[src/rtl/core/thca_pkg.sv]
package thca_pkg;

	// field widths
	localparam int RAW_W       = 16;
	localparam int OPCODE_W    = 2;
	localparam int BYTE_W      = 8;
	localparam int LEVEL_W     = 7;
	localparam int CFG_INDEX_W = 2;

	typedef enum logic [OPCODE_W-1:0] {
		OP_TEMP  = 2'd0,
		OP_HUM   = 2'd1,
		OP_CLEAR = 2'd2,
		OP_NONE  = 2'd3
	} opcode_t;

	typedef enum logic [CFG_INDEX_W-1:0] {
		REG_TEMP_ALARM = 2'd0,
		REG_TEMP_TRIP  = 2'd1,
		REG_RH_ALARM   = 2'd2,
		REG_RH_TRIP    = 2'd3
	} reg_index_t;

	// level registers
	localparam logic [LEVEL_W-1:0] LEVEL_MAX            = 7'd100;
	localparam logic [LEVEL_W-1:0] TEMP_ALARM_LEVEL_RST = 7'd60;
	localparam logic [LEVEL_W-1:0] TEMP_TRIP_LEVEL_RST  = 7'd70;
	localparam logic [LEVEL_W-1:0] RH_ALARM_LEVEL_RST   = 7'd80;
	localparam logic [LEVEL_W-1:0] RH_TRIP_LEVEL_RST    = 7'd90;

	// temperature: raw >> 7, minus offset, modulo 256
	localparam int                TEMP_SHIFT  = 7;
	localparam logic [BYTE_W-1:0] TEMP_OFFSET = 8'd50;

	// humidity fixed point, 16 fraction bits
	localparam int FRAC_W      = 16;
	localparam int CURVE_W     = 13;   // raw >> 4 minus 24*16, signed
	localparam int CURVE_SHIFT = 12;   // curve in Q16 is c * 4096
	localparam int RAW_SHIFT   = 4;
	localparam int SQ_W        = 24;   // c*c
	localparam int A2_SHIFT    = 7;    // c*c*258/256 = c*c + (c*c >> 7)
	localparam int A1_SHIFT    = 4;    // c*4096*a1/65536 = c*a1/16
	localparam int LIN_W       = 27;
	localparam int COMP_W      = 19;
	localparam int SUM_W       = 28;
	localparam int TDIFF_W     = 9;

	localparam logic signed [CURVE_W-1:0] CURVE_OFFSET = 13'sd384;
	localparam logic signed [LIN_W-1:0]   A0_NEG       = 27'sd313550;
	localparam logic signed [COMP_W-1:0]  Q0_COEF      = 19'sd12930;
	localparam logic signed [TDIFF_W-1:0] TEMP_REF     = 9'sd30;

	// shared radix-4 multiplier
	localparam int MUL_A_W    = 26;
	localparam int MUL_B_W    = 12;
	localparam int MUL_P_W    = MUL_A_W + MUL_B_W;
	localparam int DIGIT_W    = 2;
	localparam int MUL_DIGITS = MUL_B_W / DIGIT_W;

	localparam logic [MUL_A_W-1:0] A1_COEF = 26'd26267;
	localparam logic [MUL_B_W-1:0] Q1_COEF = 12'd155;

	typedef enum logic [2:0] {
		E_IDLE,
		E_SQ,
		E_A1,
		E_LIN,
		E_Q1,
		E_CMP,
		E_HUM,
		E_DONE
	} eng_state_t;

	typedef struct packed {
		logic               start;
		logic [MUL_A_W-1:0] a;
		logic [MUL_B_W-1:0] b;
	} mul_req_t;

	typedef struct packed {
		logic               done;
		logic [MUL_P_W-1:0] prod;
	} mul_rsp_t;

	typedef struct packed {
		logic              start;
		logic              ack;
		logic [RAW_W-1:0]  raw;
		logic [BYTE_W-1:0] last_temp;
	} hum_req_t;

	typedef struct packed {
		logic              done;
		logic [BYTE_W-1:0] humidity;
	} hum_rsp_t;

	typedef struct packed {
		logic temp_alarm;
		logic temp_trip;
		logic rh_alarm;
		logic rh_trip;
	} flags_t;

	typedef struct packed {
		logic [BYTE_W-1:0] temperature;
		logic [BYTE_W-1:0] humidity;
		flags_t            flags;
	} report_t;

endpackage

[src/rtl/core/thca_sample_if.sv]
interface thca_sample_if;
	import thca_pkg::*;

	logic                valid;
	logic                ready;
	logic [OPCODE_W-1:0] opcode;
	logic [RAW_W-1:0]    raw_word;

	modport source (output valid, output opcode, output raw_word, input ready);
	modport sink (input valid, input opcode, input raw_word, output ready);

endinterface

[src/rtl/core/thca_report_if.sv]
interface thca_report_if;
	import thca_pkg::*;

	logic              valid;
	logic              ready;
	logic [BYTE_W-1:0] temperature;
	logic [BYTE_W-1:0] humidity;
	logic              temp_alarm;
	logic              temp_trip;
	logic              rh_alarm;
	logic              rh_trip;

	modport source (
		output valid, output temperature, output humidity,
		output temp_alarm, output temp_trip, output rh_alarm, output rh_trip,
		input ready
	);
	modport sink (
		input valid, input temperature, input humidity,
		input temp_alarm, input temp_trip, input rh_alarm, input rh_trip,
		output ready
	);

endinterface

[src/rtl/core/thca_mul.sv]
module thca_mul (
	input  logic               clk,
	input  logic               arst_n,
	input  thca_pkg::mul_req_t req,
	output thca_pkg::mul_rsp_t rsp
);
	import thca_pkg::*;

	localparam int CNT_W = $clog2(MUL_DIGITS);
	localparam logic [CNT_W-1:0] CNT_LAST = CNT_W'(MUL_DIGITS - 1);

	logic               prep_q;
	logic               run_q;
	logic               done_q;
	logic [CNT_W-1:0]   cnt_q;
	logic [MUL_P_W-1:0] a_sh_q;
	logic [MUL_P_W-1:0] a3_sh_q;
	logic [MUL_B_W-1:0] b_sh_q;
	logic [MUL_P_W-1:0] acc_q;
	logic [MUL_P_W-1:0] digit_term;

	// partial product for the current radix-4 digit
	always_comb begin
		case (b_sh_q[DIGIT_W-1:0])
			2'd0:    digit_term = '0;
			2'd1:    digit_term = a_sh_q;
			2'd2:    digit_term = a_sh_q << 1;
			default: digit_term = a3_sh_q;
		endcase
	end

	always_ff @(posedge clk or negedge arst_n) begin
		if (!arst_n) begin
			prep_q <= 1'b0;
			run_q  <= 1'b0;
			done_q <= 1'b0;
			cnt_q  <= '0;
		end else begin
			done_q <= 1'b0;
			if (req.start) begin
				prep_q <= 1'b1;
				run_q  <= 1'b0;
			end else if (prep_q) begin
				prep_q <= 1'b0;
				run_q  <= 1'b1;
				cnt_q  <= '0;
			end else if (run_q) begin
				cnt_q <= cnt_q + 1'b1;
				if (cnt_q == CNT_LAST) begin
					run_q  <= 1'b0;
					done_q <= 1'b1;
				end
			end
		end
	end

	always_ff @(posedge clk) begin
		if (req.start) begin
			a_sh_q <= MUL_P_W'(req.a);
			b_sh_q <= req.b;
		end else if (prep_q) begin
			a3_sh_q <= a_sh_q + (a_sh_q << 1);
			acc_q   <= '0;
		end else if (run_q) begin
			acc_q   <= acc_q + digit_term;
			a_sh_q  <= a_sh_q << DIGIT_W;
			a3_sh_q <= a3_sh_q << DIGIT_W;
			b_sh_q  <= b_sh_q >> DIGIT_W;
		end
	end

	assign rsp.done = done_q;
	assign rsp.prod = acc_q;

endmodule

[src/rtl/core/thca_hum.sv]
module thca_hum (
	input  logic               clk,
	input  logic               arst_n,
	input  thca_pkg::hum_req_t req,
	output thca_pkg::hum_rsp_t rsp,
	output thca_pkg::mul_req_t mreq,
	input  thca_pkg::mul_rsp_t mrsp
);
	import thca_pkg::*;

	eng_state_t state_q;
	eng_state_t state_nxt;

	logic                     cneg_q;
	logic [MUL_B_W-1:0]       cmag_q;
	logic                     tneg_q;
	logic [BYTE_W-1:0]        tmag_q;
	logic signed [LIN_W-1:0]  lin_q;
	logic signed [COMP_W-1:0] comp_q;
	logic [BYTE_W-1:0]        hum_q;

	logic signed [CURVE_W-1:0] c_in;
	logic [CURVE_W-1:0]        c_abs;
	logic signed [TDIFF_W-1:0] t_in;
	logic [TDIFF_W-1:0]        t_abs;
	logic signed [LIN_W-1:0]   lin_init;
	logic [SQ_W-1:0]           sq;
	logic [SQ_W:0]             term2;
	logic [LIN_W-1:0]          s1;
	logic [LIN_W-1:0]          lin_abs;
	logic signed [COMP_W-1:0]  comp_mag;
	logic [COMP_W-1:0]         comp_abs;
	logic [SUM_W-1:0]          p3;
	logic signed [SUM_W-1:0]   tc;
	logic signed [SUM_W-1:0]   sum;
	logic [SUM_W-FRAC_W-1:0]   hq;
	logic [BYTE_W-1:0]         hum_sat;

	// operand preparation and result shaping
	always_comb begin
		c_in     = $signed({1'b0, req.raw[RAW_W-1:RAW_SHIFT]}) - CURVE_OFFSET;
		c_abs    = c_in[CURVE_W-1] ? CURVE_W'(-c_in) : CURVE_W'(c_in);
		t_in     = $signed({1'b0, req.last_temp}) - TEMP_REF;
		t_abs    = t_in[TDIFF_W-1] ? TDIFF_W'(-t_in) : TDIFF_W'(t_in);
		lin_init = (LIN_W'(c_in) <<< CURVE_SHIFT) + A0_NEG;
		sq       = mrsp.prod[SQ_W-1:0];
		term2    = {1'b0, sq} + (SQ_W + 1)'(sq >> A2_SHIFT);
		s1       = LIN_W'(mrsp.prod >> A1_SHIFT);
		lin_abs  = lin_q[LIN_W-1] ? LIN_W'(-lin_q) : LIN_W'(lin_q);
		comp_mag = $signed(COMP_W'(mrsp.prod >> FRAC_W));
		comp_abs = comp_q[COMP_W-1] ? COMP_W'(-comp_q) : COMP_W'(comp_q);
		p3       = SUM_W'(mrsp.prod);
		tc       = (comp_q[COMP_W-1] ^ tneg_q) ? -$signed(p3) : $signed(p3);
		sum      = SUM_W'(lin_q) + tc;
		hq       = sum[SUM_W-1:FRAC_W];
		// negative truncates to zero or below, so it saturates to zero
		if (sum[SUM_W-1]) begin
			hum_sat = '0;
		end else if (|hq[SUM_W-FRAC_W-1:BYTE_W]) begin
			hum_sat = '1;
		end else begin
			hum_sat = hq[BYTE_W-1:0];
		end
	end

	always_comb begin
		state_nxt = state_q;
		case (state_q)
			E_IDLE: if (req.start) state_nxt = E_SQ;
			E_SQ:   if (mrsp.done) state_nxt = E_A1;
			E_A1:   if (mrsp.done) state_nxt = E_LIN;
			E_LIN:  state_nxt = E_Q1;
			E_Q1:   if (mrsp.done) state_nxt = E_CMP;
			E_CMP:  state_nxt = E_HUM;
			E_HUM:  if (mrsp.done) state_nxt = E_DONE;
			E_DONE: if (req.ack) state_nxt = E_IDLE;
			default: state_nxt = E_IDLE;
		endcase
	end

	always_comb begin
		mreq.start = 1'b0;
		mreq.a     = '0;
		mreq.b     = '0;
		case (state_q)
			E_IDLE: begin
				mreq.start = req.start;
				mreq.a     = MUL_A_W'(c_abs[MUL_B_W-1:0]);
				mreq.b     = c_abs[MUL_B_W-1:0];
			end
			E_SQ: begin
				mreq.start = mrsp.done;
				mreq.a     = A1_COEF;
				mreq.b     = cmag_q;
			end
			E_LIN: begin
				mreq.start = 1'b1;
				mreq.a     = lin_abs[MUL_A_W-1:0];
				mreq.b     = Q1_COEF;
			end
			E_CMP: begin
				mreq.start = 1'b1;
				mreq.a     = MUL_A_W'(comp_abs);
				mreq.b     = MUL_B_W'(tmag_q);
			end
			default: begin
				mreq.start = 1'b0;
			end
		endcase
	end

	always_ff @(posedge clk or negedge arst_n) begin
		if (!arst_n) begin
			state_q <= E_IDLE;
		end else begin
			state_q <= state_nxt;
		end
	end

	always_ff @(posedge clk) begin
		case (state_q)
			E_IDLE: if (req.start) begin
				cneg_q <= c_in[CURVE_W-1];
				cmag_q <= c_abs[MUL_B_W-1:0];
				tneg_q <= t_in[TDIFF_W-1];
				tmag_q <= t_abs[BYTE_W-1:0];
				lin_q  <= lin_init;
			end
			E_SQ: if (mrsp.done) begin
				lin_q <= lin_q + $signed(LIN_W'(term2));
			end
			E_A1: if (mrsp.done) begin
				lin_q <= cneg_q ? lin_q + $signed(s1) : lin_q - $signed(s1);
			end
			E_Q1: if (mrsp.done) begin
				comp_q <= (lin_q[LIN_W-1] ? -comp_mag : comp_mag) + Q0_COEF;
			end
			E_HUM: if (mrsp.done) begin
				hum_q <= hum_sat;
			end
			default: begin
			end
		endcase
	end

	assign rsp.done     = (state_q == E_DONE);
	assign rsp.humidity = hum_q;

endmodule

[src/rtl/core/temp_humidity_convert_alarm.sv]
// channel   dir  modport        payload                                   transaction
// sample    in   sample.sink    opcode[1:0], raw_word[15:0]               valid & ready
// report    out  report.source  temperature[7:0], humidity[7:0], 4 flags  valid & ready
// cfg       in   write only     cfg_index[1:0], cfg_data[6:0]             cfg_write_en
//
// one transaction is worked at a time; temperature, clear and no-op commit without the
// multiplier, a humidity sample first runs four products in turn through the shared
// radix-4 shift-add multiplier
// the report register parts the two sides: a new sample is taken while a result waits
// arst_n clears stored values, flags and handshake state; levels return to 60/70/80/90
// a stalled report holds the finished sample, which then waits to commit
module temp_humidity_convert_alarm (
	input  logic                             clk,
	input  logic                             arst_n,
	thca_sample_if.sink                      sample,
	thca_report_if.source                    report,
	input  logic                             cfg_write_en,
	input  logic [thca_pkg::CFG_INDEX_W-1:0] cfg_index,
	input  logic [thca_pkg::LEVEL_W-1:0]     cfg_data
);
	import thca_pkg::*;

	// level registers
	logic [LEVEL_W-1:0] temp_alarm_level_q;
	logic [LEVEL_W-1:0] temp_trip_level_q;
	logic [LEVEL_W-1:0] rh_alarm_level_q;
	logic [LEVEL_W-1:0] rh_trip_level_q;
	logic [LEVEL_W-1:0] cfg_clamped;

	// transaction in flight
	logic              busy_q;
	opcode_t           op_q;
	logic [RAW_W-1:0]  raw_q;

	// stored state
	logic [BYTE_W-1:0] temp_q;
	logic [BYTE_W-1:0] hum_q;
	flags_t            flags_q;

	// report register
	logic              out_valid_q;
	report_t           out_q;

	// next state at commit
	logic [BYTE_W-1:0] temp_conv;
	logic [BYTE_W-1:0] temp_nxt;
	logic [BYTE_W-1:0] hum_nxt;
	flags_t            flags_nxt;
	logic              commit;

	hum_req_t hreq;
	hum_rsp_t hrsp;
	mul_req_t mreq;
	mul_rsp_t mrsp;

	// config writes clamp to the top of the level range
	assign cfg_clamped = (cfg_data > LEVEL_MAX) ? LEVEL_MAX : cfg_data;

	always_ff @(posedge clk or negedge arst_n) begin
		if (!arst_n) begin
			temp_alarm_level_q <= TEMP_ALARM_LEVEL_RST;
			temp_trip_level_q  <= TEMP_TRIP_LEVEL_RST;
			rh_alarm_level_q   <= RH_ALARM_LEVEL_RST;
			rh_trip_level_q    <= RH_TRIP_LEVEL_RST;
		end else if (cfg_write_en) begin
			case (reg_index_t'(cfg_index))
				REG_TEMP_ALARM: temp_alarm_level_q <= cfg_clamped;
				REG_TEMP_TRIP:  temp_trip_level_q  <= cfg_clamped;
				REG_RH_ALARM:   rh_alarm_level_q   <= cfg_clamped;
				REG_RH_TRIP:    rh_trip_level_q    <= cfg_clamped;
				default: begin
				end
			endcase
		end
	end

	// humidity engine and its multiplier
	assign hreq.start     = busy_q && (op_q == OP_HUM);
	assign hreq.ack       = commit;
	assign hreq.raw       = raw_q;
	assign hreq.last_temp = temp_q;

	thca_hum u_hum (
		.clk    (clk),
		.arst_n (arst_n),
		.req    (hreq),
		.rsp    (hrsp),
		.mreq   (mreq),
		.mrsp   (mrsp)
	);

	thca_mul u_mul (
		.clk    (clk),
		.arst_n (arst_n),
		.req    (mreq),
		.rsp    (mrsp)
	);

	// commit once the result is ready and the report register is free
	assign commit = busy_q && ((op_q != OP_HUM) || hrsp.done)
		&& (!out_valid_q || report.ready);

	// temperature wraps modulo 256
	assign temp_conv = raw_q[TEMP_SHIFT +: BYTE_W] - TEMP_OFFSET;

	always_comb begin
		temp_nxt  = temp_q;
		hum_nxt   = hum_q;
		flags_nxt = flags_q;
		case (op_q)
			OP_TEMP: begin
				temp_nxt = temp_conv;
				if (temp_conv > BYTE_W'(temp_alarm_level_q)) flags_nxt.temp_alarm = 1'b1;
				if (temp_conv > BYTE_W'(temp_trip_level_q))  flags_nxt.temp_trip  = 1'b1;
			end
			OP_HUM: begin
				hum_nxt = hrsp.humidity;
				if (hrsp.humidity > BYTE_W'(rh_alarm_level_q)) flags_nxt.rh_alarm = 1'b1;
				if (hrsp.humidity > BYTE_W'(rh_trip_level_q))  flags_nxt.rh_trip  = 1'b1;
			end
			OP_CLEAR: begin
				flags_nxt = '0;
			end
			default: begin
				// unused opcode reports the state unchanged
			end
		endcase
	end

	assign sample.ready = !busy_q;

	always_ff @(posedge clk or negedge arst_n) begin
		if (!arst_n) begin
			busy_q      <= 1'b0;
			op_q        <= OP_NONE;
			temp_q      <= '0;
			hum_q       <= '0;
			flags_q     <= '0;
			out_valid_q <= 1'b0;
		end else begin
			if (sample.valid && !busy_q) begin
				busy_q <= 1'b1;
				op_q   <= opcode_t'(sample.opcode);
			end else if (commit) begin
				busy_q <= 1'b0;
			end
			if (commit) begin
				temp_q      <= temp_nxt;
				hum_q       <= hum_nxt;
				flags_q     <= flags_nxt;
				out_valid_q <= 1'b1;
			end else if (report.ready) begin
				out_valid_q <= 1'b0;
			end
		end
	end

	always_ff @(posedge clk) begin
		if (sample.valid && !busy_q) begin
			raw_q <= sample.raw_word;
		end
		if (commit) begin
			out_q.temperature <= temp_nxt;
			out_q.humidity    <= hum_nxt;
			out_q.flags       <= flags_nxt;
		end
	end

	assign report.valid       = out_valid_q;
	assign report.temperature = out_q.temperature;
	assign report.humidity    = out_q.humidity;
	assign report.temp_alarm  = out_q.flags.temp_alarm;
	assign report.temp_trip   = out_q.flags.temp_trip;
	assign report.rh_alarm    = out_q.flags.rh_alarm;
	assign report.rh_trip     = out_q.flags.rh_trip;

endmodule

[src/flat_wrapper.sv]
// flat-port wrapper written by rule: the top's interface ports become plain ports
module temp_humidity_convert_alarm_flat import thca_pkg::*;
  (clk, arst_n, cfg_write_en, cfg_index, cfg_data, sample_valid, sample_opcode, sample_raw_word, sample_ready, report_valid, report_temperature, report_humidity, report_temp_alarm, report_temp_trip, report_rh_alarm, report_rh_trip, report_ready);
  thca_sample_if sample_i ();
  thca_report_if report_i ();
  input  logic clk;
  input  logic arst_n;
  input  logic cfg_write_en;
  input  logic [thca_pkg::CFG_INDEX_W-1:0] cfg_index;
  input  logic [thca_pkg::LEVEL_W-1:0] cfg_data;
  input wire logic [$bits(sample_i.valid)-1:0] sample_valid;
  input wire logic [$bits(sample_i.opcode)-1:0] sample_opcode;
  input wire logic [$bits(sample_i.raw_word)-1:0] sample_raw_word;
  output wire logic [$bits(sample_i.ready)-1:0] sample_ready;
  output wire logic [$bits(report_i.valid)-1:0] report_valid;
  output wire logic [$bits(report_i.temperature)-1:0] report_temperature;
  output wire logic [$bits(report_i.humidity)-1:0] report_humidity;
  output wire logic [$bits(report_i.temp_alarm)-1:0] report_temp_alarm;
  output wire logic [$bits(report_i.temp_trip)-1:0] report_temp_trip;
  output wire logic [$bits(report_i.rh_alarm)-1:0] report_rh_alarm;
  output wire logic [$bits(report_i.rh_trip)-1:0] report_rh_trip;
  input wire logic [$bits(report_i.ready)-1:0] report_ready;
  assign sample_i.valid = sample_valid;
  assign sample_i.opcode = sample_opcode;
  assign sample_i.raw_word = sample_raw_word;
  assign sample_ready = sample_i.ready;
  assign report_valid = report_i.valid;
  assign report_temperature = report_i.temperature;
  assign report_humidity = report_i.humidity;
  assign report_temp_alarm = report_i.temp_alarm;
  assign report_temp_trip = report_i.temp_trip;
  assign report_rh_alarm = report_i.rh_alarm;
  assign report_rh_trip = report_i.rh_trip;
  assign report_i.ready = report_ready;
  temp_humidity_convert_alarm u_core (.clk(clk), .arst_n(arst_n), .sample(sample_i), .report(report_i), .cfg_write_en(cfg_write_en), .cfg_index(cfg_index), .cfg_data(cfg_data));
endmodule
[config.mk]
export PLATFORM = sky130hd
export DESIGN_NAME = temp_humidity_convert_alarm_flat
export DESIGN_NICKNAME = d
export VERILOG_FILES = /design/src/rtl/core/thca_pkg.sv /design/src/rtl/core/thca_sample_if.sv /design/src/rtl/core/thca_report_if.sv /design/src/rtl/core/thca_mul.sv /design/src/rtl/core/thca_hum.sv /design/src/rtl/core/temp_humidity_convert_alarm.sv /design/src/flat_wrapper.sv
export SDC_FILE = /design/constraint.sdc
export NUM_CORES = 1
export LEC_CHECK = 0
export ABC_AREA = 1
export BUFFER_PORTS_ARGS = -buffer_cell sky130_fd_sc_hd__buf_2
export CAP_MARGIN = 25
export CORE_ASPECT_RATIO = 0.6
export CORE_MARGIN = 2
export CORE_UTILIZATION = 40
export DETAILED_ROUTE_END_ITERATION = 7
export PLACE_DENSITY_LB_ADDON = 0.25
export SLEW_MARGIN = 20
export SYNTH_ARGS = -nofsm -noshare
export SYNTH_HDL_FRONTEND = slang
export SYNTH_HIERARCHICAL = 1
export SYNTH_SLANG_ARGS = --single-unit
[constraint.sdc]
create_clock -name clk -period 5.93 [get_ports clk]
set_input_delay 0 -clock clk [delete_from_list [all_inputs] [get_ports clk]]
set_output_delay 0 -clock clk [all_outputs]
set_load 0.03 [all_outputs]
==> results of run 1 <==
-- state kept, by name, summed over array words and instances (netlist names), 8 cells and up --
register	flops
u_core/u_hum/comp_q	19
u_core/u_hum/lin_q	27
u_core/hum_q	8
u_core/report.temperature	8
u_core/u_mul/b_sh_q	12
u_core/report.humidity	8
u_core/u_hum/tmag_q	8
u_core/u_mul/a3_sh_q	35
u_core/u_hum/cmag_q	12
u_core/raw_q	12
u_core/u_mul/a_sh_q	35
u_core/u_mul/acc_q	35
u_core/u_hum/hum_q	8
u_core/temp_q	8
-- worst register-to-register path, stage by stage (launching register included) --
cell      delay, ns
edfxtp_1       0.60
ha_1           0.34
inv_1          0.09
fa_1           0.43
inv_1          0.10
nand3_1        0.07
nand2_1        0.14
inv_1          0.09
o21bai_1       0.23
nand3_1        0.21
nand2_1        0.10
o21ai_0        0.07
o22ai_1        0.15
inv_1          0.11
ha_1           0.35
a21oi_1        0.22
o21ai_0        0.17
a21oi_1        0.17
nand3_1        0.29
or2_2          0.37
nand3_1        0.06
o21ai_0        0.08
-- per-layer routing --
metal  GRT usage  wire, microns  up-vias
li1            -              -    12900
met1       0.444          46700    12000
met2       0.312          30200     1265
met3       0.114          14200       82
met4      0.0338           1260        2
met5      0.0149            139        -
-- cell type report --
type	instances	area [sq um]
clock inverters	17	146
inverters	590	2210
diodes	1	2.50
clock buffers	41	897
well taps	851	1060
repair buffers	114	823
fillers	6797	35900
multi-input cells	2956	15700
flip-flops and latches	286	8210
-- worst paths after layout --
check / slack, ns / end / cells past startpoint / start
max reg2reg: 1.26 / u_core/u_hum/lin_q[17] / 21 / u_core/u_mul/acc_q[7]
min: 0.07 / u_core/flags_q[3] / 3 / arst_n
min reg2reg: 0.47 / u_core/rh_trip_level_q[1] / 2 / u_core/rh_trip_level_q[1]
max in group asynchronous: 5.22 / u_core/u_mul/cnt_q[0] / 3 / arst_n
min in group clk: 0.09 / u_core/raw_q[8] / 2 / sample_raw_word[8]
max: 1.26 / u_core/u_hum/lin_q[17] / 21 / u_core/u_mul/acc_q[7]
-- timing repair --
item,4_1_cts,5_1_grt
setup buffers,0,0
hold endpoints to repair,90,0
hold buffers,36,0
-- stage by stage --
stage	std cells	worst slack, ns	utilization
floorplan	3907	1.37	-
global placement	4761	1.43	0.426
detailed placement	4761	1.42	0.426
CTS	4855	1.41	0.447
global route	4855	0.927	0.447
finish	4856	1.26	0.447
-- placed cells by master (no fill, tap or decap), types with 23 or more instances in the layout --
cell type	instances
inv_1	569
dfrtp_1	46
nand3_1	213
nand2_1	1153
nor2_1	387
a21oi_1	249
ha_1	187
nand3_2	23
edfxtp_1	216
nand2_2	45
o21ai_1	26
xor2_1	62
nor3_1	47
buf_4	29
xnor2_1	38
o22ai_1	25
nand4_1	38
clkbuf_16	34
o21ai_0	257
o221ai_1	27
buf_2	49
dlygate4sd3_1	36
==> impl_metrics.toml, run 1 <==
[worst_setup_path]
crit_chain = "ha_1 -> inv_1 -> fa_1 -> inv_1 -> nand3_1 -> nand2_1 -> inv_1 -> o21bai_1 -> nand3_1 -> nand2_1 -> o21ai_0 -> o22ai_1 -> inv_1 -> ha_1 -> a21oi_1 -> o21ai_0 -> a21oi_1 -> nand3_1 -> or2_2 -> nand3_1 -> o21ai_0"
end_kind = "flip-flop"
path_buf_inv = 4
cp.required_ns = 6.29
cpPeakStageDelay_ns = 0.60
crit_type = "flip-flop to flip-flop"
path_delay_family = "simple AND/OR/NAND/NOR gates"
slowest_stage = "edfxtp_1"
start_kind = "flip-flop"
arrival_ns = 5.03
cp_max_fo = 7

[cts]
cts_buffers = 31
path_clk_slew_ns = 0.06
cts_tree = "built"
insertion_delay_ns = 0.63
clockBufferDepth = 3
cts_sinks = 286
cts_root_buffer = "clkbuf_16"
htree_levels = 1
cts_resized = 0

[floorplan]
design.core.area_sq_mm = 0.0649
initial_core_util = 0.407
die_height_microns = 203
num_rows = 72
io_pins = 54
die_width_microns = 336
die_area_sq_mm = 0.0681

[finish]
area_growth_syn_to_layout_pct = 9.90
final_area_sq_mm = 0.0290
final_layout_size_suffix_gt1_frac = 0.0752
nNetsFinal = 4202

[routing]
wirelength_microns = 92600
antenna_left = 0
drt_pass1_iterations = 6
via_count = 26200
drc_errors = 0
drt_iter0_drc = 3876
vias_per_cell = 5.40
wl_per_cell_microns = 19.1

[timing]
finalCriticalPeriod_ns = 4.67
finalClockSkew_ns = 0.0331
tns_ns = 0
drv_slew = 0
rsz0062_at_grt = "false"
holdWs_ns = 0.0741
fin_crit_sh = 0.788
max_freq_ghz = 0.214
hold_viol = 0
slew_headroom = 0.191
setup_violations = 0
tightest_slew_ns = 1.21

[synthesis]
syn-cell-area_sq_mm = 0.0264
syn_nets = 4130
avgSynthCellArea_sq_um = 6.76
syn_inst = 3907
ys_warn_count = 6

[status]
status = "completed"

[global_routing]
grt_start_max_net_pins = 66
overflow = 0
grt_first_pass_wirelength_microns = 140000
track_usage = 0.270
antenna_found_initial = 0
grt_pass1_vias = 23000

[placed_design]
placed_area_sq_mm = 0.0276
io_buffers = 49
gp_congestion = 1.01
dp_hpwl_microns = 74800

[run]
drv_cap = 0

[worst_hold_path]
hp-class = "input port to async pin"
Power of run 1 is left out: the tool's default activity adds up to more than one toggle a clock period on the data nets, which glitch-free logic cannot reach.
==> inputs of run 2 (changes only) <==
==> constraint.sdc (replaced) <==
create_clock -name clk -period 4.8 [get_ports clk]
set_input_delay 0 -clock clk [delete_from_list [all_inputs] [get_ports clk]]
set_output_delay 0 -clock clk [all_outputs]
set_load 0.03 [all_outputs]
==> impl_metrics.toml, run 2 (synthesized netlist as in run 1, its figures left out) <==
[global_routing]
overflow = 0
track_usage = 0.269
grt_start_max_net_pins = 75
antenna_found_initial = 3
grt_pass1_vias = 23000
grt_first_pass_wirelength_microns = 139000

[worst_setup_path]
start_kind = "flip-flop"
cp.required_ns = 5.12
crit_type = "flip-flop to flip-flop"
arrival_ns = 4.78
cp_max_fo = 8
end_kind = "flip-flop"

[status]
status = "completed"

[cts]
cts_tree = "built"
htree_levels = 2
clockBufferDepth = 3
cts_root_buffer = "clkbuf_16"
cts_sinks = 286
path_clk_slew_ns = 0.06
cts_buffers = 34
insertion_delay_ns = 0.59

[routing]
via_count = 26500
wl_per_cell_microns = 19.0
wirelength_microns = 92500
drt_iter0_drc = 3608
antenna_left = 0
vias_per_cell = 5.44
drt_pass1_iterations = 7
drc_errors = 0

[floorplan]
design.core.area_sq_mm = 0.0649
die_height_microns = 203
die_width_microns = 336
io_pins = 54
num_rows = 72
die_area_sq_mm = 0.0681
initial_core_util = 0.407

[timing]
drv_slew = 0
rsz0062_at_grt = "false"
slew_headroom = 0.255
setup_violations = 0
finalCriticalPeriod_ns = 4.46
finalClockSkew_ns = 0.0307
hold_viol = 0
tightest_slew_ns = 1.12
fin_crit_sh = 0.929
tns_ns = 0
max_freq_ghz = 0.224

[finish]
multi_input_area_sq_mm = 0.0157
antenna_cells = 0
layout_common_cells = "nand2_1, inv_1, nor2_1"
nNetsFinal = 4214
fillers = 6749
final_common_cell = "nand2_1"
largestRegisters = "u_core/u_mul/a3_sh_q (35), u_core/u_mul/a_sh_q (35), u_core/u_mul/acc_q (35)"
final_layout_size_suffix_gt1_frac = 0.0767
area_growth_syn_to_layout_pct = 10.4
seq_area_sq_mm = 0.00821
final_area_sq_mm = 0.0291

[worst_hold_path]
hp-class = "input port to async pin"

[placed_design]
placed_area_sq_mm = 0.0277
gp_congestion = 1.02
dp_hpwl_microns = 74700
io_buffers = 49

[run]
drv_cap = 0
==> run 2: cell count changes in the layout (fill, tap and decap cells not counted), sizes merged <==
cell	delta
buf	+13
diode	-1
clkbuf	+11
clkinv	-3
inv	-2
clkinvlp	-2
dlygate4sd3	-4
==> run 2: per-layer routing <==
metal | up-vias | track usage | part of all wire
met1 | 12100 | 0.451 | 0.51
met2 | 1344 | 0.310 | 0.33
met4 | 2 | 0.0432 | 0.012
met3 | 76 | 0.0965 | 0.15
li1 | 13000 | - | -
met5 | - | 0 | 0.00012
==> run 2: timing repair <==
action                                  4_1_cts  5_1_grt
resized for setup                             0        0
hold endpoints to repair                     91        0
endpoints found under the setup margin        0        0
hold buffers                                 32        0
buffers inserted                              0        0
==> run 2: through the flow <==
| step | cells | util | setup slack [ns] | hold WS (ns) |
|---|---|---|---|---|
| floorplan | 3907 | - | 0.237 | -0.296 |
| global placement | 4774 | 0.427 | 0.675 | 0.177 |
| detailed placement | 4774 | 0.427 | 0.609 | 0.179 |
| CTS | 4868 | 0.449 | 0.598 | 0.105 |
| global route | 4868 | 0.449 | 0.151 | 0.133 |
| finish | 4868 | 0.449 | 0.343 | 0.131 |
==> run 2: area by class of cell <==
class                   instances  share of cell area
multi-input cells            2956               0.537
repair buffers                123              0.0311
flip-flops and latches        286               0.282
clock buffers                  52              0.0340
clock inverters                10             0.00326
well taps                     851              0.0365
inverters                     590              0.0760
==> run 2: critical path: stages (launching register included) <==
cell and delay [ns]:
edfxtp_1 0.73, inv_2 0.26, ha_1 0.37, nand2_4 0.11, inv_2 0.09, nand3_2 0.11
nor2_1 0.35, a21oi_1 0.20, xor2_1 0.20, ha_1 0.39, nand2_1 0.10, nor2_1 0.25
nand2_1 0.12, nor3b_1 0.19, nand2_1 0.15, nand4_1 0.10, nand2_1 0.09, nor2_4 0.18
nand3_1 0.10, nand2_1 0.07, inv_1 0.04
==> run 2: final timing paths <==
path                            cells after the start                       from                   endpoint  slack [ns]
worst max-delay path                               20     u_core/u_mul/acc_q[16]      u_core/u_hum/hum_q[2]        0.34
worst min register to register                      2  u_core/rh_trip_level_q[1]  u_core/rh_trip_level_q[1]        0.48
min in group clk                                    2        sample_raw_word[13]           u_core/raw_q[13]        0.13
worst max register to register                     20     u_core/u_mul/acc_q[16]      u_core/u_hum/hum_q[2]        0.34
worst min-delay path                                3                     arst_n          u_core/flags_q[2]        0.13
max in group asynchronous                           3                     arst_n      u_core/u_mul/cnt_q[2]        4.03
Power of run 2 is left out for the same reason.
